`config.mk`:
```
export PLATFORM = sky130hd
export DESIGN_NAME = tmps_sched
export DESIGN_NICKNAME = d
export VERILOG_FILES = /design/src/rtl/tmps_pkg.sv /design/src/rtl/tmps_sched.sv
export VERILOG_INCLUDE_DIRS = /design/src /design/src/rtl
export SDC_FILE = /design/constraint.sdc
export NUM_CORES = 1
export LEC_CHECK = 0
export ABC_AREA = 1
export CORE_MARGIN = 2
export CORE_UTILIZATION = 35
export CTS_CLUSTER_SIZE = 28
export DETAILED_ROUTE_END_ITERATION = 8
export DONT_BUFFER_PORTS = 1
export PLACE_DENSITY = 0.56
export SLEW_MARGIN = 20
export SYNTH_ARGS = -nofsm -noshare
export SYNTH_HDL_FRONTEND = slang
export SYNTH_SLANG_ARGS = --single-unit
```
`constraint.sdc`:
```
create_clock -name clk -period 1.8 [get_ports clk]
set_input_delay 0.27 -clock clk [delete_from_list [all_inputs] [get_ports clk]]
set_output_delay 0.27 -clock clk [all_outputs]
set_load 0.01 [all_outputs]
```
`src/rtl/triangle_min_path_sum_defines.svh`:
```
// Assertion macros shared by the triangle minimum path sum RTL.
`ifndef TRIANGLE_MIN_PATH_SUM_DEFINES_SVH
`define TRIANGLE_MIN_PATH_SUM_DEFINES_SVH

`ifndef SYNTHESIS

`define TMPS_ASSERT(label, clk, rst, prop, msg) \
  label: assert property (@(posedge clk) disable iff (rst) prop) else $error(msg);

`define TMPS_ASSERT_IMP(label, clk, rst, trig, cons, msg) \
  label: assert property (@(posedge clk) disable iff (rst) trig |-> cons) else $error(msg);

`define TMPS_ASSERT_NEXT(label, clk, rst, trig, cons, msg) \
  label: assert property (@(posedge clk) disable iff (rst) trig |=> cons) else $error(msg);

`else

`define TMPS_ASSERT(label, clk, rst, prop, msg)

`define TMPS_ASSERT_IMP(label, clk, rst, trig, cons, msg)

`define TMPS_ASSERT_NEXT(label, clk, rst, trig, cons, msg)

`endif

`endif

```
`src/rtl/tmps_pkg.sv`:
```
// Shared types and constants of the triangle minimum path sum block.
`default_nettype none

package tmps_pkg;

  localparam int VALUE_W      = 16;
  localparam int SUM_W        = 24;
  localparam int MAX_ROWS_DEF = 256;

  localparam logic signed [SUM_W-1:0] SUM_MAX = 24'sh7FFFFF;
  localparam logic signed [SUM_W-1:0] SUM_MIN = 24'sh800000;

  typedef enum logic [1:0] {
    STATUS_OK       = 2'd0,
    STATUS_PARTIAL  = 2'd1,
    STATUS_OVERFLOW = 2'd2
  } status_t;

  // one item between the scheduling stage and the update stage
  typedef struct packed {
    logic                      first_row;
    logic                      first_col;
    logic                      row_end;
    logic                      discard;
    logic                      last;
    status_t                   status;
    logic signed [VALUE_W-1:0] value;
  } stage_t;

endpackage

`default_nettype wire

```
`src/rtl/tmps_sched.sv`:
```
// Entry intake: row and column counters, store read issue, stage register.
`default_nettype none
`include "triangle_min_path_sum_defines.svh"

module tmps_sched import tmps_pkg::*; #(
  parameter int MAX_ROWS = MAX_ROWS_DEF,
  parameter int CW       = $clog2(MAX_ROWS),
  parameter int RW       = $clog2(MAX_ROWS + 1)
) (
  input  wire logic                      clk,
  input  wire logic                      rst,
  input  wire logic                      valid,
  input  wire logic signed [VALUE_W-1:0] value,
  input  wire logic                      last,
  input  wire logic                      advance,
  output logic                           ready,
  output logic                           rd_en,
  output logic [CW-1:0]                  rd_addr,
  output logic                           s1_valid,
  output stage_t                         s1,
  output logic [CW-1:0]                  s1_col
);

  logic [RW-1:0] row_idx, row_idx_next;
  logic [CW-1:0] col_idx, col_idx_next;
  logic          rows_exceeded, rows_exceeded_next;
  logic          accept, over, at_end;
  stage_t        s1_next;

  assign ready   = !s1_valid || advance;
  assign accept  = valid && ready;
  assign over    = (row_idx == RW'(MAX_ROWS));
  assign at_end  = (RW'(col_idx) == row_idx);
  assign rd_en   = accept;
  assign rd_addr = col_idx;

  always_comb begin
    row_idx_next       = row_idx;
    col_idx_next       = col_idx;
    rows_exceeded_next = rows_exceeded || over;
    if (last) begin
      row_idx_next       = '0;
      col_idx_next       = '0;
      rows_exceeded_next = 1'b0;
    end else if (!over) begin
      if (at_end) begin
        row_idx_next = row_idx + RW'(1);
        col_idx_next = '0;
      end else begin
        col_idx_next = col_idx + CW'(1);
      end
    end
  end

  always_comb begin
    s1_next.first_row = (row_idx == '0);
    s1_next.first_col = (col_idx == '0);
    s1_next.row_end   = at_end;
    s1_next.discard   = over;
    s1_next.last      = last;
    s1_next.value     = value;
    if (rows_exceeded || over) begin
      s1_next.status = STATUS_OVERFLOW;
    end else if (!at_end) begin
      s1_next.status = STATUS_PARTIAL;
    end else begin
      s1_next.status = STATUS_OK;
    end
  end

  always_ff @(posedge clk) begin
    if (rst) begin
      row_idx       <= '0;
      col_idx       <= '0;
      rows_exceeded <= 1'b0;
      s1_valid      <= 1'b0;
    end else begin
      if (accept) begin
        row_idx       <= row_idx_next;
        col_idx       <= col_idx_next;
        rows_exceeded <= rows_exceeded_next;
        s1_valid      <= 1'b1;
      end else if (advance) begin
        s1_valid <= 1'b0;
      end
    end
  end

  always_ff @(posedge clk) begin
    if (accept) begin
      s1     <= s1_next;
      s1_col <= col_idx;
    end
  end

  `TMPS_ASSERT(a_col_le_row, clk, rst, (RW'(col_idx) <= row_idx), "column past row end")
  `TMPS_ASSERT(a_row_bound, clk, rst, (row_idx <= RW'(MAX_ROWS)), "row counter past limit")
  `TMPS_ASSERT_NEXT(a_last_clears, clk, rst, (accept && last), ((row_idx == '0) && (col_idx == '0) && !rows_exceeded), "last item did not clear counters")

endmodule

`default_nettype wire

```
# Word level (Yosys, flattened, before mapping)

Cells that the tools add are included.

Add/sub/neg operators: 2
Eq/ne operators: 3
Muxes and demuxes: 10
Reductions and logical operators: 10

Operator list:

| cell                  | count |
|---|---|
| $mux W9               | 3 |
| $mux W8               | 3 |
| $add A9 B1 Y9 const B | 1 |
| $eq A8 B9 Y1          | 1 |
| $eq A9 B9 Y1 const B  | 1 |
| $logic_not A9 Y1      | 1 |
| $add A8 B1 Y8 const B | 1 |
| $logic_not A8 Y1      | 1 |
| $mux W1               | 4 |
| $reduce_bool A2 Y1    | 2 |
| $reduce_and A3 Y1     | 1 |
| $logic_or A1 B1 Y1    | 2 |
| $ne A2 B2 Y1 const B  | 1 |
| $reduce_and A2 Y1     | 1 |
| $logic_and A1 B1 Y1   | 1 |
| $logic_not A1 Y1      | 1 |

Register bits: 50
Bits of input ports: 21
Output and inout port bits: 42
Logic and storage cells: 37

# Depth between registers and ports, before layout

Depth after elaboration: 4
Depth in mapped cells: 13
Gate-level depth less buffers: 12

# Least setup slack after synthesis

Ideal clock, no wire load.

Path type: register to register
Start point: reg s1_valid
End point: reg rows_exceeded
Arrival time: 1,570 ps
Required time: 1,744 ps
Slack: 174 ps
Cell stages (with the launch flop): 9
Buffers on the path: 1
Period minus slack after synthesis: 1,626 ps
Cells stage by stage: dfxtp_1 nand2_1 nand2_1 inv_1 buf_2 nand2_1 a21oi_1 nand2_1 inv_1

Word-level cells in the longest chain between the ends: 3

Ends and longest elaborated chain:

| what                   | line             | text |
|---|---|---|
| start, declared        | tmps_sched.sv:19 | `output logic s1_valid,` |
| start signal, assigned | tmps_sched.sv:76 | `s1_valid <= 1'b0;` |
| start signal, assigned | tmps_sched.sv:82 | `s1_valid <= 1'b1;` |
| start signal, assigned | tmps_sched.sv:84 | `s1_valid <= 1'b0;` |
| $logic_not A1 Y1       | tmps_sched.sv:30 | `assign ready = !s1_valid \|\| advance;` |
| $logic_or A1 B1 Y1     | tmps_sched.sv:30 |  |
| named net ready        | tmps_sched.sv:16 | `output logic ready,` |
| $logic_and A1 B1 Y1    | tmps_sched.sv:31 | `assign accept = valid && ready;` |
| named net rd_en        | tmps_sched.sv:17 | `output logic rd_en,` |
| end signal, assigned   | tmps_sched.sv:81 | `rows_exceeded <= rows_exceeded_next;` |
| end, declared          | tmps_sched.sv:26 | `logic rows_exceeded, rows_exceeded_next;` |

The timed path passes the listed nets, and every way through them passes these cells.
A chain may end at the register's enable or synchronous reset.

# Worst setup path after layout

Start point: reg row_idx[0]
End point: reg col_idx[2] (netlist: rd_addr[2])

Word-level cells in the longest chain between the ends: 4

Ends and longest elaborated chain:

| what                   | line             | text |
|---|---|---|
| start, declared        | tmps_sched.sv:24 | `logic [RW-1:0] row_idx, row_idx_next;` |
| start signal, assigned | tmps_sched.sv:79 | `row_idx <= row_idx_next;` |
| $eq A8 B9 Y1           | tmps_sched.sv:33 | `assign at_end = (RW'(col_idx) == row_idx);` |
| $mux W8                | tmps_sched.sv:46 | `if (at_end) begin` |
| $mux W8                | tmps_sched.sv:45 | `end else if (!over) begin` |
| $mux W8                | tmps_sched.sv:41 | `if (last) begin` |
| end signal, assigned   | tmps_sched.sv:80 | `col_idx <= col_idx_next;` |
| end, declared          | tmps_sched.sv:25 | `logic [CW-1:0] col_idx, col_idx_next;` |

Several ways; a longest one is shown, not always the timed one. The select of a mux whose other input is x is not followed.

==> summary.txt <==
STA
  – Worst-Margin Slew: 0.2981 ns
  – Slew Limit Headroom: 80.10%
  – Final setup fails: 0
  – Final period utilization: 90.10%
  – Min Tclk post-route: 1.622 ns
  – Final Slew Violations: 0
  – Final hold vios: 0
  – Peak Freq: 616.6 MHz
  – Worst clock skew: 0.01449 ns

Layout
  – Number of fill cells: 644
  – Layout Cells excl Fill: 353
  – Most common cell after layout, fill and taps aside: nand2_1
  – Commonest cells after routing, fill and taps aside: 72 x nand2_1, 31 x edfxtp_1, 25 x nor2_1
  – Reg area: 1311 sq um
  – Post-Layout Inst Area: 2575 sq um
  – Share of cells above drive strength 1: 16.67%
  – Area of the multi-input gates: 814.5 sq um
  – Fin nets: 300
  – Area Growth Syn to Fin: 13.01%
  – Diode count: 0

Setup path
  – Worst path arrival time: 1.87 ns
  – Top cell family by delay on the critical path: simple AND/OR/NAND/NOR gates
  – Slowest CP cell: dfxtp_1
  – Critical path launch point type: register
  – Setup CP Type: register to register
  – Reg-to-reg slack, setup: 0.18 ns
  – Crit path largest cell delay: 0.43 ns
  – CP dominant cell by count: nand2_1
  – Crit path max fanout: 7
  – Worst setup EP type: register
  – Worst path required time: 2.04 ns
  – CP Cell Sequence: inv_1 > ha_1 > nand3_1 > nor2_1 > nand3_1 > nand2_1 > inv_2 > nand2_1 > nand2_1 > o21ai_0 > nor2_1
  – Bufs and invs on worst path: 2

Flow run
  – Max-cap violations: 0

Logic synthesis
  – Top cell type's share of synthesized area: 40.86%
  – Synth unique cells: 26
  – Synthesized area per cell: 8.900 sq um
  – Yosys warns: 0
  – Synth top area cells: edfxtp_1 41%, dfxtp_1 17%, nand2_1 12%
  – Yosys reg bits: 50
  – Post-synthesis cell type with the largest combined area: edfxtp_1
  – Post-Syn Area: 2278 sq um
  – Register area share after synthesis: 57.55%
  – Post-synthesis net count: 281
  – Post-Synthesis Cells: 256

Global route
  – GRT Total Usage: 14.32%
  – Number of global-route vias before repair: 1618
  – Gr ovfl total: 0
  – First-pass GRT wire length: 8155 um
  – Initial antenna violation count: 0
  – Largest net degree at the start of global routing: 21

Clock tree
  – CTS tree: yes
  – Clock slew at reported path FFs: 0.10 ns
  – Clk sinks: 50
  – Clock Tree Buf Depth: 2
  – Root Buffer Master: clkbuf_8
  – Clock latency at the later pin of the worst-skew pair: 0.32 ns
  – Total CTS buffers: 5
  – H-tree Lvls: 2

Power
  – Lkg Pwr: 1.057 nW
  – Cell area power density: 875.4 nW/um^2
  – Maximum VDD drop: 0.4652 mV

Route
  – DR WL/cell: 14.20 um
  – Antenna Nets Post-Route: 0
  – Via count: 1736
  – Iter 0 DRT Violations: 92
  – Post-Route WL: 5013 um
  – DRC viols: 0
  – Vias per cell: 4.918
  – Pre-Repair DR Iteration Count: 4

Min path
  – Worst hold path type: primary input to register

Place
  – IO Port Bufs: 0
  – Inst Count DP: 344
  – Routability Congestion: 0.8370
  – Post-DP HPWL: 3829 um
  – Placed Area: 2459 sq um

Floorplanning
  – I/O pins: 63
  – Starting Density: 36.09%
  – Die width: 84.69 um
  – Die Area: 7172 sq um
  – Standard-cell row count: 29
  – Die Span Y: 84.69 um
  – Core area: 6314 sq um

Run status
  – Status: completed
## where the power goes
part           leakage, nW  total (mW)  switching [mW]  internal [mW]
combinational        0.552       0.205           0.139         0.0665
clock               0.0478       0.706           0.389          0.317
sequential           0.457        1.34          0.0529           1.29
total                 1.06        2.25           0.581           1.67
## synth_stat cells
library cell,n
a21oi_1,15
a21oi_2,1
and2_1,1
buf_2,2
buf_6,2
clkbuf_1,1
dfxtp_1,19
edfxtp_1,31
ha_1,4
inv_1,25
inv_2,8
nand2_1,72
nand2_2,3
nand2_4,2
nand3_1,18
nand3_2,1
nand4_1,5
nor2_1,28
nor2_2,2
nor3_1,2
nor3b_1,2
nor4_1,1
o21ai_0,5
or2_2,1
xnor2_1,3
xor2_1,2
## path summary, 6_finish.rpt
check / from / end / cells after the start
worst max-delay path: row_idx[0] / rd_addr[2] / 11
worst min register to register: row_idx[6] / row_idx[6] / 2
worst max register to register: row_idx[0] / rd_addr[2] / 11
worst min-delay path: rst / row_idx[7] / 1
## stage by stage
step	utilization, %	hold slack [ns]	total power [mW]	setup TNS (ns)	setup WS (ns)
2_1_floorplan	-	0.3689	1.513	0	0.1742
3_3_place_gp	38.94	0.3416	1.569	0	0.1929
4_1_cts	40.51	0.0006418	2.280	0	0.1377
5_1_grt	40.78	0.002210	2.352	-0.001460	-0.001460
3_5_place_dp	38.94	0.3436	1.574	0	0.1526
6_report	40.78	0.004086	2.254	0	0.1782
## per-layer routing
metal / vias to the layer above / global-route usage (%) / share of wire (%)
met5: - / 0 / 0
met2: 71 / 23.05 / 46
met1: 796 / 18.37 / 45
li1: 862 / - / -
met3: 7 / 4.720 / 8.1
met4: 0 / 4.329 / 0.84
## cell families (layout without fill, tap and decap cells)
kind of cell,count (synthesis),in the layout,synth area share (%)
AOI/OAI and AO/OA,21,21,4.777
xor gates and xnor gates,5,5,1.922
adders and majority gates,4,4,2.197
buffers and inverters,38,58,7.029
DFF,50,50,57.55
and+or+nand+nor,138,138,26.52
## area by class of cell
class                   instances  area share (%)
repair buffers                 17           5.053
flip-flops and latches         50           50.92
multi-input cells             168           31.63
well taps                      77           3.741
clock buffers                   6           3.207
clock inverters                 2          0.6317
inverters                      33           4.811
## sequential cells by signal, indices dropped and copies added, names as in the netlist
register / flops
s1_col: 8
rows_exceeded: 1
s1_valid: 1
rd_addr: 8
s1: 23
row_idx: 9
## what timing repair did
item                                   in CTS  in global routing
setup endpoints to repair                   0                  4
gates resized for setup                     0                  3
endpoints found under the hold margin       0                  2
hold buffers                                0                  1
setup buffers                               0                  0
No activity file was read; power rests on OpenSTA's default activity.
