**src/rtl/triangle_min_path_sum_defines.svh**
```systemverilog
// Assertion macros shared by the triangle minimum path sum RTL.
`ifndef TRIANGLE_MIN_PATH_SUM_DEFINES_SVH
`define TRIANGLE_MIN_PATH_SUM_DEFINES_SVH

`ifndef SYNTHESIS

`define TMPS_ASSERT(label, clk, rst, prop, msg) \
  label: assert property (@(posedge clk) disable iff (rst) prop) else $error(msg);

`define TMPS_ASSERT_IMP(label, clk, rst, trig, cons, msg) \
  label: assert property (@(posedge clk) disable iff (rst) trig |-> cons) else $error(msg);

`define TMPS_ASSERT_NEXT(label, clk, rst, trig, cons, msg) \
  label: assert property (@(posedge clk) disable iff (rst) trig |=> cons) else $error(msg);

`else

`define TMPS_ASSERT(label, clk, rst, prop, msg)

`define TMPS_ASSERT_IMP(label, clk, rst, trig, cons, msg)

`define TMPS_ASSERT_NEXT(label, clk, rst, trig, cons, msg)

`endif

`endif

```
**src/rtl/tmps_pkg.sv**
```systemverilog
// Shared types and constants of the triangle minimum path sum block.
`default_nettype none

package tmps_pkg;

  localparam int VALUE_W      = 16;
  localparam int SUM_W        = 24;
  localparam int MAX_ROWS_DEF = 256;

  localparam logic signed [SUM_W-1:0] SUM_MAX = 24'sh7FFFFF;
  localparam logic signed [SUM_W-1:0] SUM_MIN = 24'sh800000;

  typedef enum logic [1:0] {
    STATUS_OK       = 2'd0,
    STATUS_PARTIAL  = 2'd1,
    STATUS_OVERFLOW = 2'd2
  } status_t;

  // one item between the scheduling stage and the update stage
  typedef struct packed {
    logic                      first_row;
    logic                      first_col;
    logic                      row_end;
    logic                      discard;
    logic                      last;
    status_t                   status;
    logic signed [VALUE_W-1:0] value;
  } stage_t;

endpackage

`default_nettype wire

```
**src/rtl/tmps_update.sv**
```systemverilog
// Path sum update: parent select, saturating add, row minimum, result register.
`default_nettype none
`include "triangle_min_path_sum_defines.svh"

module tmps_update import tmps_pkg::*; #(
  parameter int MAX_ROWS = MAX_ROWS_DEF,
  parameter int CW       = $clog2(MAX_ROWS)
) (
  input  wire logic                    clk,
  input  wire logic                    rst,
  input  wire logic                    s1_valid,
  input  wire stage_t                  s1,
  input  wire logic [CW-1:0]           s1_col,
  input  wire logic signed [SUM_W-1:0] rd_data,
  input  wire logic                    out_ready,
  output logic                         advance,
  output logic                         we,
  output logic [CW-1:0]                waddr,
  output logic signed [SUM_W-1:0]      wdata,
  output logic                         out_valid,
  output logic signed [SUM_W-1:0]      min_total,
  output status_t                      status
);

  logic signed [SUM_W-1:0] left_parent, row_min;
  logic signed [SUM_W-1:0] parent, sum, row_min_upd;
  logic signed [SUM_W:0]   sum_wide;

  assign advance = s1_valid && (!s1.last || !out_valid || out_ready);

  always_comb begin
    if (s1.first_row) begin
      parent = '0;
    end else if (s1.first_col) begin
      parent = rd_data;
    end else if (s1.row_end) begin
      parent = left_parent;
    end else begin
      parent = (rd_data < left_parent) ? rd_data : left_parent;
    end
  end

  always_comb begin
    sum_wide = {parent[SUM_W-1], parent}
             + {{(SUM_W + 1 - VALUE_W){s1.value[VALUE_W-1]}}, s1.value};
    if (sum_wide[SUM_W] != sum_wide[SUM_W-1]) begin
      sum = sum_wide[SUM_W] ? SUM_MIN : SUM_MAX;
    end else begin
      sum = sum_wide[SUM_W-1:0];
    end
  end

  always_comb begin
    if (s1.discard) begin
      row_min_upd = row_min;
    end else if (s1.first_col || (sum < row_min)) begin
      row_min_upd = sum;
    end else begin
      row_min_upd = row_min;
    end
  end

  assign we    = advance && !s1.discard;
  assign waddr = s1_col;
  assign wdata = sum;

  always_ff @(posedge clk) begin
    if (rst) begin
      left_parent <= '0;
      row_min     <= SUM_MAX;
      out_valid   <= 1'b0;
    end else begin
      if (advance) begin
        if (s1.last) begin
          left_parent <= '0;
          row_min     <= SUM_MAX;
        end else begin
          row_min <= row_min_upd;
          if (!s1.discard && !s1.row_end) begin
            left_parent <= rd_data;
          end
        end
      end
      if (advance && s1.last) begin
        out_valid <= 1'b1;
      end else if (out_ready) begin
        out_valid <= 1'b0;
      end
    end
  end

  always_ff @(posedge clk) begin
    if (advance && s1.last) begin
      min_total <= row_min_upd;
      status    <= s1.status;
    end
  end

  `TMPS_ASSERT_IMP(a_stall_needs_full, clk, rst, (s1_valid && !advance), out_valid, "stage stalled with empty result register")

endmodule

`default_nettype wire

```
**config.mk**
```make
export PLATFORM = sky130hd
export DESIGN_NAME = tmps_update
export DESIGN_NICKNAME = d
export VERILOG_FILES = /design/src/rtl/tmps_pkg.sv /design/src/rtl/tmps_update.sv
export VERILOG_INCLUDE_DIRS = /design/src /design/src/rtl
export SDC_FILE = /design/constraint.sdc
export NUM_CORES = 1
export LEC_CHECK = 0
export ABC_AREA = 1
export BUFFER_PORTS_ARGS = -buffer_cell sky130_fd_sc_hd__clkbuf_2
export CAP_MARGIN = 40
export CELL_PAD_IN_SITES_DETAIL_PLACEMENT = 1
export CELL_PAD_IN_SITES_GLOBAL_PLACEMENT = 2
export CORE_UTILIZATION = 32
export DETAILED_ROUTE_END_ITERATION = 8
export GPL_TIMING_DRIVEN = 0
export PLACE_DENSITY_LB_ADDON = 0.1
export SLEW_MARGIN = 15
export SYNTH_ARGS = -nofsm -noshare
export SYNTH_HDL_FRONTEND = slang
export SYNTH_SLANG_ARGS = --single-unit
```
**constraint.sdc**
```tcl
create_clock -name clk -period 7.7 [get_ports clk]
set_input_delay 0 -clock clk [delete_from_list [all_inputs] [get_ports clk]]
set_output_delay 0 -clock clk [all_outputs]
set_load 0.01 [all_outputs]
```
Word level (Yosys, flattened, before mapping) --
Index checks and enable logic that the tools add are counted.
Word-level totals: bits in registers 75, word-level logic and storage cells 36, input bits 59, output and inout port bits 61
Operators by class: mux-type cells 13, magnitude comparators 2, $add $sub $neg 1, eq/ne operators 1, reductions and logical operators 14
Operators by type and width (number):
- two-way mux 24 bit | 11
- less-than comparator 24 bit | 2
- adder 24 x 16 -> 25 bit | 1
- logical AND 1 bit | 4
- zero test 1 bit | 4
- nonzero test 2 bit | 2
- logical OR 1 bit | 3
- two-way mux 1 bit | 2
- AND reduction 2 bit | 1
- != test 1 bit | 1

Depth between registers and ports, before layout --
Gate-level depths: netlist of the first run.
word-level depth 13, gate-level depth with buffers 52

Worst setup path after synthesis of the first run --
No wires, ideal clock.
path type reg2reg, from register left_parent[11], to register min_total[23], data pin, arrival time 6.475 ns, path buffers 3, setup slack 0.970 ns, cell stages (with the launch flop) 45, setup time 0.255 ns, cell sequence dfxtp_1 inv_1 ha_1 a21oi_1 o21ai_0 a21oi_1 nor2_1 nor2_1 o21ai_0 a21oi_1 inv_1 a21oi_1 nand2_1 o21ai_0 a21oi_1 or2_2 clkbuf_1 buf_1 [9 not listed] o21bai_1 a21oi_1 xor2_1 a21oi_1 ha_1 a21oi_1 nor2_1 a211oi_1 nor2_1 or4_1 a21oi_1 nand2_1 nand2_2 nand3_4 nand2_8 buf_8 nand2_2 and2_1
Between the ends: word-level cells in the longest chain between the ends 12, elaborated cells between the ends (all ways) 13
Ends and longest elaborated chain:
- start, declared | line tmps_update.sv:25 | logic signed [SUM_W-1:0] left_parent, row_min;
- start signal, assigned | line tmps_update.sv:80 | left_parent <= rd_data;
- less-than comparator 24 bit | line tmps_update.sv:39 | parent = (rd_data < left_parent) ? rd_data : left_parent;
- two-way mux 24 bit | line tmps_update.sv:39
- two-way mux 24 bit (*) | line tmps_update.sv:36 | end else if (s1.row_end) begin
- two-way mux 24 bit (*) | line tmps_update.sv:34 | end else if (s1.first_col) begin
- two-way mux 24 bit (*) | line tmps_update.sv:32 | if (s1.first_row) begin
- adder 24 x 16 -> 25 bit (*) | line tmps_update.sv:45 | + {{(SUM_W + 1 - VALUE_W){s1.value[VALUE_W-1]}}, s1.value};
- two-way mux 24 bit / != test 1 bit (equally long branches) | line tmps_update.sv:47, tmps_update.sv:46
- two-way mux 24 bit (*) | line tmps_update.sv:46 | if (sum_wide[SUM_W] != sum_wide[SUM_W-1]) begin
- via wdata[17] | line tmps_update.sv:19 | output logic signed [SUM_W-1:0] wdata,
- less-than comparator 24 bit (*) | line tmps_update.sv:56 | end else if (s1.first_col || (sum < row_min)) begin
- logical OR 1 bit (*) | line tmps_update.sv:56
- two-way mux 24 bit (*) | line tmps_update.sv:56
- two-way mux 24 bit (*) | line tmps_update.sv:54 | if (s1.discard) begin
- via row_min_upd[23] | line tmps_update.sv:26 | logic signed [SUM_W-1:0] parent, sum, row_min_upd;
- end signal, assigned | line tmps_update.sv:94 | min_total <= row_min_upd;
- end, declared | line tmps_update.sv:21 | output logic signed [SUM_W-1:0] min_total,
The timed path passes the listed nets; every way through them passes the cells marked *. A chain may end at the register's enable or synchronous reset.

Final worst setup path of the first run --
from register left_parent[11], to register min_total[23], data pin
Between the ends: word-level cells in the longest chain between the ends 12, elaborated cells between the ends (all ways) 13
Ends and longest elaborated chain (line):
- less-than comparator 24 bit | tmps_update.sv:39
- two-way mux 24 bit | tmps_update.sv:39
- two-way mux 24 bit (*) | tmps_update.sv:36
- two-way mux 24 bit (*) | tmps_update.sv:34
- two-way mux 24 bit (*) | tmps_update.sv:32
- adder 24 x 16 -> 25 bit (*) | tmps_update.sv:45
- two-way mux 24 bit / != test 1 bit (equally long branches) | tmps_update.sv:47, tmps_update.sv:46
- two-way mux 24 bit (*) | tmps_update.sv:46
- less-than comparator 24 bit | tmps_update.sv:56
- logical OR 1 bit | tmps_update.sv:56
- two-way mux 24 bit (*) | tmps_update.sv:56
- two-way mux 24 bit (*) | tmps_update.sv:54
- via row_min_upd[23] | tmps_update.sv:26
Marks and branches as above.

==> results.tsv, run 1 <==
stage	metric	value	unit
layout	Filler Cells Inserted	2423	
critical_path	WP data required	7790	ps
synthesis	area fraction in and, or, nand and nor cells after synthesis	20.7	%
synthesis	share of synthesized cell area in full adder, half adder and majority cells	14.4	%
synthesis	Primary FF master, synth	dfxtp_1	
routing	DRT Wirelength	18500	um
clock_network	Root Buffer	clkbuf_16	
clock_network	Max H-tree Level	3	
routing	Met2 Wirelength	8690	um
power_and_ir_drop	total power	1.62	mW
grt	via count of the first global-routing pass	5799	
placement	# placed instances	1225	
placement	HPWL after detailed placement	15000	um
critical_path	buffers and inverters on the worst path	5	
routing	via density per instance	4.70	
synthesis	post-synthesis register bit count	75	
routing	M1 wire length	9120	um
layout	area added between synthesis and finish	26.6	%
grt	All-Layer GR Usage	19.1	%
sta	Setup-failing EPs final	0	
layout	number of non-filler instances in the completed layout	1256	
synthesis	post-synthesis share of cell area spent on xor and xnor gates	2.54	%
critical_path	biggest fanout along the worst timing path	10	
clock_network	buffer depth of the longest clock path	2	
floorplanning	die height	141	um
placement	input/output buffers	110	
synthesis	Netlist cell types	46	
layout	net count of the finished layout	1121	
grt	total global routing overflow	0	
routing	Detailed Route Iter0 Violations	143	
synthesis	register area share after synthesis	28.4	%
clock_network	clock tree from TritonCTS	yes	
grt	antenna violations before repair	0	
grt	wire length of the first global-routing pass	29500	um
critical_path	Worst path slowest cell	ha_2	
routing	Met3 Routed Length	548	um
critical_path	type of the worst setup path	flop to flop	
routing	vias after detailed routing	5901	
sta	worst rel slew slack	42.0	%
floorplanning	top-level port count	120	
layout	top library cells by usage in the layout, fill and taps aside	169 x inv_1, 128 x nand2_1, 110 x clkbuf_2, 75 x nor2_1, 71 x a21oi_1	
layout	area of combinational cells with multiple inputs	0.00388	sq mm
synthesis	synthesized area divided by synthesized cell count	7.26	sq um
synthesis	net count after synthesis	985	
critical_path	type of origin of the critical path	flop	
sta	number of failing hold endpoints at the final stage	0	
sta	maximum clock frequency	142	MHz
floorplanning	number of placement rows	50	
clock_network	number of buffers added by the clock tree synthesis step	9	
critical_path	endpoint arrival time on the critical path	7150	ps
routing	topmost layer with routed signal wires	met4	
floorplanning	Die W	141	um
synthesis	synthesized instance count	855	
critical_path	critical path's largest stage delay	420	ps
synthesis	Mapped Area	0.00621	sq mm
power_and_ir_drop	power density relative to cell area	206	mW/mm^2
critical_path	CP endpoint kind	flop	
placement	cell area reported after detailed placement	0.00709	sq mm
sta	fraction of the cycle the final worst path needs	91.7	%
status	run status	finished, final reports clean	
critical_path	Top cell by count, worst path	a21oi_1	
clock_network	clock latency on the worst-skew pair	350	ps
layout	fraction of final layout cells with drive strength greater than 1	26.1	%
routing	post-detailed-route count of antenna-violating nets	0	
routing	Pre-antenna DRT Iters	4	
power_and_ir_drop	worst supply voltage drop on vdd	106	uV
floorplanning	starting density of the core	33.0	%
run	max-capacitance violation count	0	
clock_network	clock-pin slew of the registers on the worst-case setup and hold paths	70	ps
layout	final design instance area without fill	0.00786	sq mm
synthesis	compound-cell area share of the yosys netlist	20.2	%
synthesis	number of synthesized flops with an enable pin	26	
synthesis	proportion of register bits with asynchronous set or reset after synthesis	0	%
sta	Clock Skew	12.2	ps
sta	transition time at the pin with the least slew margin	870	ps
floorplanning	core area	0.0188	sq mm
sta	number of max-slew violations in the final report	0	
layout	Antenna diodes	0	
layout	most common cell after layout, fill and taps aside	inv_1	
min_path	Hold WC Path Type	input pin to flop	
placement	Final Wtd Congestion	0.778	
floorplanning	die area	0.0200	sq mm
layout	flip-flop and latch area	0.00176	sq mm
critical_path	crit-path leading delay family	simple AND/OR/NAND/NOR gates	
sta	final critical delay including setup and external delays	7060	ps
routing	per-cell routed wire length	14.7	um
power_and_ir_drop	Leakage	3.79	nW
synthesis	Yosys warning total	0	
grt	largest net degree at the start of global routing	29	
synthesis	post-synthesis mux area share	0	%
synthesis	main combinational cell family by area after synthesis	simple AND/OR/NAND/NOR gates	
routing	number of remaining DRC errors	0	
critical_path	R2R Setup Slk	640	ps
sta	Fin Hold WS	7.15	ps
clock_network	number of clock sinks	75	
-- worst paths after layout --
check             startpoint       endpoint  cells after the start
max          left_parent[11]  min_total[23]                     44
max reg2reg  left_parent[11]  min_total[23]                     44
min                out_ready      out_valid                      4
min reg2reg      row_min[23]    row_min[23]                      2
-- power breakdown --
part           leakage (nW)  internal [mW]  switching (mW)
registers             0.633          0.444         0.00938
clock network         0.158          0.287           0.197
logic                  3.00          0.256           0.424
-- area by class of cell --
type	instances	share of cell area [%]
Multi-Input combinational cell	573	49.3
Sequential cell	75	22.4
Timing Repair Buffer	126	8.85
Inverter	169	8.07
Tap cell	260	4.14
Buffer	37	3.06
Clock buffer	9	2.87
Clock inverter	7	1.26
-- through the flow --
stage | setup TNS, ps | worst slack [ps] | utilization (%)
floorplan | 0 | 970 | -
global placement | -15590 | -420 | 37.6
detailed placement | -18170 | -466 | 37.7
CTS | 0 | 9.74 | 40.0
global route | -73.2 | -22.7 | 41.7
finish | 0 | 640 | 41.7
-- flip-flops by register name, indices dropped and copies added, names as in the netlist --
| name | count |
|---|---|
| out_valid | 1 |
| left_parent | 24 |
| min_total | 24 |
| status | 2 |
| row_min | 24 |
-- cell usage after synthesis, types with 3 or more instances --
master | number | area, sq um
inv_1 | 169 | 634
nand2_1 | 129 | 484
a21oi_1 | 84 | 420
nor2_1 | 76 | 285
ha_1 | 70 | 876
dfxtp_1 | 49 | 981
a211oi_1 | 26 | 195
edfxtp_1 | 26 | 781
o21ai_2 | 25 | 219
o22ai_1 | 22 | 138
clkbuf_1 | 21 | 78.8
o21ai_1 | 19 | 95.1
nand2_2 | 18 | 113
nand3_1 | 18 | 90.1
xor2_1 | 11 | 96.3
o21ai_0 | 9 | 45.0
buf_4 | 8 | 60.1
a31oi_1 | 7 | 43.8
nand2_4 | 7 | 78.8
nand4_1 | 7 | 43.8
xnor2_1 | 7 | 61.3
nor3_1 | 5 | 25.0
buf_1 | 4 | 15.0
nand3_2 | 4 | 40.0
a31o_2 | 3 | 26.3
and2_1 | 3 | 18.8
nor2_2 | 3 | 18.8
or2_2 | 3 | 18.8
-- metal layers --
layer	GRT usage, %	up-vias
met1	25.7	2716
met5	0	-
met3	2.13	12
met2	32.5	102
li1	-	3071
met4	4.46	0
-- worst min-delay path: cells and delay by family --
| kind | cells | cell delay, ps |
|---|---|---|
| buf+inv | 2 | 110 |
| simple gates | 1 | 50 |
| compound gates | 1 | 150 |
-- cells by family after synthesis --
| family | Yosys count |
|---|---|
| and+or+nand+nor | 280 |
| adders and majority gates | 71 |
| xor gates and xnor gates | 18 |
| DFF | 75 |
| buffers and inverters | 207 |
| AOI/OAI and AO/OA | 204 |
-- repair_timing --
item,4_1_cts,5_1_grt
gates resized for setup,8,75
hold endpoints to repair,10,0
pin swaps,0,11
setup buffers,0,6
hold buffers,10,0
endpoints found under the setup margin,48,48
No activity file was read; power rests on OpenSTA's default activity.
==> inputs of run 2 (changes only) <==
--- a/config.mk
+++ b/config.mk
@@ -6,12 +6,11 @@
 export SDC_FILE = /design/constraint.sdc
 export NUM_CORES = 1
 export LEC_CHECK = 0
-export ABC_AREA = 1
 export BUFFER_PORTS_ARGS = -buffer_cell sky130_fd_sc_hd__clkbuf_2
-export CAP_MARGIN = 40
+export CAP_MARGIN = 20
 export CELL_PAD_IN_SITES_DETAIL_PLACEMENT = 1
 export CELL_PAD_IN_SITES_GLOBAL_PLACEMENT = 2
-export CORE_UTILIZATION = 32
+export CORE_UTILIZATION = 34
 export DETAILED_ROUTE_END_ITERATION = 8
 export GPL_TIMING_DRIVEN = 0
 export PLACE_DENSITY_LB_ADDON = 0.1
==> run 2 against run 1 <==
  * The run now ends with negative setup slack left
  * Routed wire length rose by 36%
  * Critical path type unchanged
  * Clock power fell by 2%
  * Die area fell by 1.5%
  * Critical endpoint is now min_total[22]
  * Power rose by 14%
  * Synthesized area rose by 4.7%
  * Combinational power rose by 34%
  * Register-to-register slack got worse by 730 ps
  * Largest cell class unchanged
==> results.tsv, run 2 <==
stage	metric	value	unit	change
placement	HPWL after detailed placement	17800	um	+18%
routing	post-detailed-route count of antenna-violating nets	0		unchanged
layout	fraction of final layout cells with drive strength greater than 1	41.4	%	+15 points
synthesis	proportion of register bits with asynchronous set or reset after synthesis	0	%	unchanged
routing	Pre-antenna DRT Iters	4		unchanged
synthesis	synthesized area divided by synthesized cell count	8.44	sq um	+16%
synthesis	Primary FF master, synth	dfxtp_1		
synthesis	net count after synthesis	900		-8.6%
grt	All-Layer GR Usage	24.5	%	+5.5 points
floorplanning	core area	0.0187	sq mm	-0.66%
critical_path	Top cell by count, worst path	buf_4		
grt	via count of the first global-routing pass	7115		+23%
synthesis	Netlist cell types	70		+52%
critical_path	type of the worst setup path	flop to flop		
grt	global routing met1 resource utilization	26.9	%	+1.2 points
floorplanning	die height	140	um	-0.74%
sta	number of failing hold endpoints at the final stage	0		unchanged
grt	met3 Track Usage GR	3.76	%	+1.6 points
clock_network	clock latency on the worst-skew pair	350	ps	about the same
synthesis	largest cells by area after synthesis	dfxtp_1 15%, ha_1 13%, edfxtp_1 12%		
floorplanning	starting density of the core	34.7	%	+1.8 points
sta	number of max-slew violations in the final report	0		unchanged
floorplanning	Die W	140	um	-0.74%
synthesis	number of synthesized flops with an enable pin	26		unchanged
clock_network	clock tree from TritonCTS	yes		
clock_network	number of buffers added by the clock tree synthesis step	9		unchanged
synthesis	cell accounting for the most synthesized area	dfxtp_1		
routing	Detailed Route Iter0 Violations	207		+45%
critical_path	CP endpoint kind	flop		
grt	total global routing overflow	0		unchanged
placement	# placed instances	1114		-9.1%
critical_path	critical path's largest stage delay	600	ps	+180 ps
routing	via density per instance	5.66		+20%
synthesis	register area share after synthesis	27.1	%	-1.3 points
placement	input/output buffers	110		unchanged
floorplanning	top-level port count	120		unchanged
power_and_ir_drop	Leakage	3.94	nW	+4.0%
sta	final critical delay including setup and external delays	7790	ps	+728 ps
critical_path	endpoint arrival time on the critical path	7890	ps	+740 ps
sta	Clock Skew	16.7	ps	+4.50 ps
grt	largest net degree at the start of global routing	29		unchanged
sta	Fin Hold WS	16.8	ps	+9.62 ps
synthesis	Yosys warning total	0		unchanged
clock_network	number of clock sinks	75		unchanged
status	run status	finished with violations		
power_and_ir_drop	total power	1.84	mW	+14%
layout	top library cells by usage in the layout, fill and taps aside	111 x clkbuf_2, 69 x buf_4, 61 x nand2_1, 59 x inv_1, 53 x nor2_1		
layout	number of non-filler instances in the completed layout	1234		-1.8%
routing	per-cell routed wire length	20.5	um	+39%
synthesis	post-synthesis register bit count	75		unchanged
sta	worst rel slew slack	42.5	%	+0.53 points
sta	RSZ-0062 raised after global routing	true		
status	failing checks	negative setup slack		
clock_network	clock-pin slew of the registers on the worst-case setup and hold paths	70	ps	about the same
run	max-capacitance violation count	0		unchanged
sta	maximum clock frequency	128	MHz	-9.3%
layout	area added between synthesis and finish	49.4	%	
critical_path	type of origin of the critical path	flop		
min_path	Hold WC Path Type	input pin to flop		
critical_path	WP data required	7800	ps	about the same
floorplanning	number of placement rows	50		unchanged
synthesis	synthesized instance count	770		-9.9%
layout	net count of the finished layout	1125		+0.36%
synthesis	synth cell count leaders	70 x ha_1, 66 x nand2_1, 66 x nor2_1		
grt	layer carrying the most global-route usage	met2		
layout	most common cell after layout, fill and taps aside	clkbuf_2		
floorplanning	die area	0.0197	sq mm	-1.5%
clock_network	Root Buffer	clkbuf_16		
sta	min setup slack post-route	-87.3	ps	-728 ps
layout	Antenna diodes	0		unchanged
synthesis	count leader, synth	ha_1		
routing	number of remaining DRC errors	0		unchanged
clock_network	Max H-tree Level	3		unchanged
clock_network	buffer depth of the longest clock path	2		unchanged
grt	met2 Use GR	46.3	%	+14 points
synthesis	Mapped Area	0.00650	sq mm	+4.7%
power_and_ir_drop	power density relative to cell area	189	mW/mm^2	-8.0%
placement	worst setup slack before clock tree synthesis	-1880	ps	-1420 ps
sta	fraction of the cycle the final worst path needs	101	%	+9.4 points
sta	transition time at the pin with the least slew margin	860	ps	-9.74 ps
power_and_ir_drop	worst supply voltage drop on vdd	110	uV	+4.3%
layout	registers with the highest flip-flop counts	left_parent x24, min_total x24, row_min x24		
sta	Setup-failing EPs final	26		+26
synthesis	proportion of netlist area held by the largest area contributor	15.1	%	-0.70 points
layout	core utilization of the finished layout	51.9	%	+10 points
grt	antenna violations before repair	0		unchanged
placement	Final Wtd Congestion	0.860		+11%
grt	wire length of the first global-routing pass	37500	um	+27%
routing	vias after detailed routing	6979		+18%
routing	DRT Wirelength	25300	um	+36%
critical_path	Worst path slowest cell	or4b_2		
critical_path	biggest fanout along the worst timing path	5		-5
## run 2: report_power, final
group / switching, mW / internal (mW)
Sequential: 0.00914 / 0.443
Clock: 0.191 / 0.285
Combinational: 0.499 / 0.411
## run 2: final timing paths
check | from | endpoint | slack [ps] | depth (start not counted)
max | left_parent[9] | min_total[22] | -90 | 32
min | rd_data[21] | left_parent[21] | 20 | 3
max reg2reg | left_parent[9] | min_total[22] | -90 | 32
min reg2reg | row_min[23] | row_min[23] | 480 | 2
## run 2: what timing repair did
| item | 4_1_cts | 5_1_grt |
|---|---|---|
| pin swaps | 56 | 71 |
| gates cloned | 3 | 4 |
| hold endpoints to repair | 25 | 0 |
| buffers inserted | 44 | 32 |
| hold buffers | 25 | 0 |
| endpoints found under the setup margin | 48 | 48 |
| resized for setup | 124 | 149 |
## run 2: cell type report
type / count / area [sq um]
buffer: 51 / 384
clock buffer: 10 / 229
clock inverter: 6 / 87.6
fill: 2149 / 9000
inverter: 61 / 229
multi-input combinational: 579 / 5140
sequential: 75 / 1760
tap: 234 / 293
timing repair buffer: 218 / 1580
## run 2: worst max-delay path, delay by kind of cell (launching register included)
kind	cells	cell delay, ps
compound gates	16	3330
xor+xnor	1	150
mux	2	610
buf+inv	7	1020
simple gates	3	1200
flops	1	340
fa+ha+maj	3	860
## run 2: routing by layer
layer	up-vias	wire length [um]	part of all wire (%)
met1	3421	10100	40
met5	-	0	0
met2	178	13300	53
met4	0	940	3.7
li1	3322	-	-
met3	58	913	3.6
## run 2: cells by family (layout without fill, tap and decap cells)
group | count (synthesis) | in the layout | synth area share [%]
XOR/XNOR | 17 | 17 | 2.29
AND/OR/NAND/NOR | 224 | 224 | 18.0
buffers and inverters | 116 | 346 | 8.15
multiplexers | 21 | 21 | 3.72
flip-flops | 75 | 75 | 27.1
adder cells (fa/ha/maj) | 73 | 73 | 14.1
AO/OA/AOI/OAI | 244 | 244 | 26.7
## run 2: stage by stage
| step | instance area [sq um] | TNS, ps |
|---|---|---|
| after floorplan | 6500 | 0 |
| after global placement | 7350 | -73060 |
| after detailed placement | 7350 | -83630 |
| after CTS | 8760 | 0 |
| after global routing | 9700 | -12850 |
| final | 9700 | -1290 |
==> inputs of run 3 (changes only) <==
--- a/config.mk
+++ b/config.mk
@@ -6,12 +6,12 @@
 export SDC_FILE = /design/constraint.sdc
 export NUM_CORES = 1
 export LEC_CHECK = 0
-export BUFFER_PORTS_ARGS = -buffer_cell sky130_fd_sc_hd__clkbuf_2
 export CAP_MARGIN = 20
 export CELL_PAD_IN_SITES_DETAIL_PLACEMENT = 1
 export CELL_PAD_IN_SITES_GLOBAL_PLACEMENT = 2
-export CORE_UTILIZATION = 34
+export CORE_UTILIZATION = 35
 export DETAILED_ROUTE_END_ITERATION = 8
+export DONT_BUFFER_PORTS = 1
 export GPL_TIMING_DRIVEN = 0
 export PLACE_DENSITY_LB_ADDON = 0.1
 export SLEW_MARGIN = 15
==> constraint.sdc (replaced) <==
create_clock -name clk -period 6.74 [get_ports clk]
set_input_delay 0.674 -clock clk [delete_from_list [all_inputs] [get_ports clk]]
set_output_delay 0.674 -clock clk [all_outputs]
set_load 0.01 [all_outputs]
==> run 3 against run 2 <==
  * The run ends with design-rule violations, negative setup slack left
  * Routed wire length is 3.5% lower
  * Register-to-register slack got worse by 1000 ps
  * Fmax down 0.59%
  * Clock-buffer cell count shrank 1
  * Clock skew shrank 2.1 ps
  * Clock power increased by 8.2%
  * Critical path type unchanged
  * Highest routed layer unchanged
==> results.tsv, run 3 (same netlist as run 2, synthesis figures left out) <==
stage	metric	value	unit	change
status	run status	finished with violations		
status	failing checks	design-rule violations, negative setup slack		
clock_network	buffer depth of the longest clock path	2		unchanged
critical_path	Top cell by count, worst path	a21o_1		
placement	Final Wtd Congestion	0.847		-1.5%
layout	core utilization of the finished layout	49.0	%	-2.8 points
power_and_ir_drop	power density relative to cell area	219	mW/mm^2	+16%
layout	Filler Cells Inserted	2020		-6.0%
routing	post-detailed-route count of antenna-violating nets	0		unchanged
grt	antenna violations before repair	0		unchanged
floorplanning	die height	138	um	-1.4%
layout	Antenna diodes	0		unchanged
routing	per-cell routed wire length	22.2	um	+8.7%
critical_path	capturing element of the worst setup path	min_total[18]		
grt	via count of the first global-routing pass	6874		-3.4%
run	max-capacitance violation count	0		unchanged
sta	number of max-slew violations in the final report	0		unchanged
power_and_ir_drop	worst supply voltage drop on vdd	123	uV	+12%
critical_path	type of origin of the critical path	flop		
clock_network	clock tree from TritonCTS	yes		
sta	worst rel slew slack	40.5	%	-2.1 points
sta	Setup-failing EPs final	48		+85%
floorplanning	core area	0.0181	sq mm	-3.3%
placement	# placed instances	1000		-10%
sta	RSZ-0062 raised after global routing	true		
clock_network	clock-pin slew of the registers on the worst-case setup and hold paths	70	ps	about the same
layout	net count of the finished layout	993		-12%
routing	via density per instance	5.83		+3.2%
placement	input/output buffers	0		-100%
floorplanning	die area	0.0191	sq mm	-2.8%
sta	final critical delay including setup and external delays	7830	ps	+45.9 ps
layout	registers with the highest flip-flop counts	left_parent x24, min_total x24, row_min x24		
floorplanning	starting density of the core	35.9	%	+1.2 points
routing	DRT Wirelength	24400	um	-3.5%
sta	fraction of the cycle the final worst path needs	116	%	+15 points
power_and_ir_drop	Leakage	3.42	nW	-13%
routing	Detailed Route Iter0 Violations	287		+39%
critical_path	CP endpoint kind	flop		
critical_path	critical path's largest stage delay	580	ps	-20 ps
sta	transition time at the pin with the least slew margin	885	ps	+24.6 ps
sta	setup TNS	-45910	ps	-44620 ps
critical_path	WP data required	6840	ps	-960 ps
grt	total global routing overflow	0		unchanged
min_path	Hold WC Path Type	input pin to flop		
critical_path	startpoint of the worst setup timing path	left_parent[9]		
layout	top library cells by usage in the layout, fill and taps aside	74 x buf_4, 64 x nor2_1, 59 x inv_1, 52 x nand2_1, 48 x ha_1		
critical_path	biggest fanout along the worst timing path	9		+4
layout	most common cell after layout, fill and taps aside	buf_4		
critical_path	endpoint arrival time on the critical path	7930	ps	+40 ps
clock_network	number of buffers added by the clock tree synthesis step	9		unchanged
layout	number of non-filler instances in the completed layout	1096		-11%
floorplanning	number of placement rows	49		-2.0%
critical_path	Register-to-Register Path Depth	34		+6.3%
clock_network	Root Buffer	clkbuf_16		
critical_path	Worst path slowest cell	or4b_2		
layout	fraction of final layout cells with drive strength greater than 1	33.3	%	-8.1 points
sta	maximum clock frequency	128	MHz	-0.59%
critical_path	startpoint of the worst-slack reg-to-reg timing path	left_parent[9]		
placement	HPWL after detailed placement	17300	um	-2.7%
layout	area added between synthesis and finish	36.5	%	
critical_path	Critical R2R Capture	min_total[18]		
floorplanning	Die W	138	um	-1.4%
power_and_ir_drop	total power	1.95	mW	+5.9%
routing	Pre-antenna DRT Iters	6		+2
critical_path	R2R Setup Slk	-1090	ps	-1010 ps
sta	min setup slack post-route	-1090	ps	-1010 ps
floorplanning	top-level port count	120		unchanged
grt	All-Layer GR Usage	25.1	%	+0.58 points
grt	largest net degree at the start of global routing	29		unchanged
critical_path	type of the worst setup path	flop to flop		
placement	worst setup slack before clock tree synthesis	-2230	ps	-347 ps
clock_network	clock latency on the worst-skew pair	360	ps	about the same
clock_network	Max H-tree Level	3		unchanged
sta	Clock Skew	14.7	ps	-2.05 ps
sta	number of failing hold endpoints at the final stage	0		unchanged
clock_network	number of clock sinks	75		unchanged
grt	wire length of the first global-routing pass	37500	um	-0.17%
routing	number of remaining DRC errors	20		+20
routing	vias after detailed routing	6395		-8.4%
[run 3: cell count changes in the layout (fill, tap and decap cells not counted), moves of 7 or more]
cell,change
nor2_2,-7
nand2_1,-9
nand2_2,+7
clkbuf_2,-111
dlygate4sd3_1,-25
nor2_1,+11
a21oi_1,+7
a21oi_2,-8
[run 3: routing by layer]
layer  part of all wire (%)  GRT usage, %  up-vias  wire length (um)
met5                      0             0        -                 0
met4                    2.2          9.76        0               540
met3                    4.4          4.64       35              1060
met2                     53          46.7      134             12900
met1                     41          28.3     3171              9880
li1                       -             -     3055                 -
[run 3: repair_timing]
action / in CTS / in global routing
endpoints found under the hold margin: 0 / 0
setup buffers: 65 / 16
gates resized for setup: 114 / 57
hold buffers: 0 / 0
gates cloned: 5 / 0
endpoints found under the setup margin: 69 / 48
pin swaps: 38 / 24
[run 3: cell type report]
type / count / area (sq um) / share of cell area, %
plain buffers: 52 / 428 / 4.83
clock buffers: 9 / 225 / 2.54
clock inverters: 6 / 67.6 / 0.762
inverters: 61 / 229 / 2.58
multi-input cells: 579 / 5090 / 57.4
flip-flops and latches: 75 / 1770 / 19.9
well taps: 229 / 287 / 3.23
repair buffers: 85 / 772 / 8.70
[run 3: worst min-delay path by stage]
stage	start	endpoint	slack, ps	cells after the start
final	s1[16]	status[0]	410	0
after global routing	s1[16]	status[0]	410	0
after CTS	s1[16]	status[0]	410	0
after detailed placement	row_min[21]	row_min[21]	460	2
after global placement	row_min[21]	row_min[21]	450	2
after floorplan	row_min[21]	row_min[21]	430	2
[run 3: per-stage QoR]
| stage | cell area, sq um | hold slack, ps |
|---|---|---|
| floorplan | 6820 | 433 |
| global placement | 7110 | 447 |
| detailed placement | 7120 | 464 |
| CTS | 8530 | 408 |
| global route | 8870 | 406 |
| finish | 8870 | 413 |
[run 3: critical path, delay by kind of cell, from the launching register on]
kind	cells	cell delay (ps)
AOI/OAI and AO/OA	17	3180
DFF	1	340
and+or+nand+nor	4	1490
adders and majority gates	3	710
muxes	2	640
xor gates and xnor gates	1	200
buffers and inverters	7	1020
[run 3: report_power, final]
group	internal (mW)	leakage (nW)	total (mW)	switching, mW
Combinational	0.402	2.65	0.906	0.504
Clock	0.286	0.137	0.515	0.229
Sequential	0.507	0.629	0.525	0.0180
Total	1.19	3.42	1.95	0.751
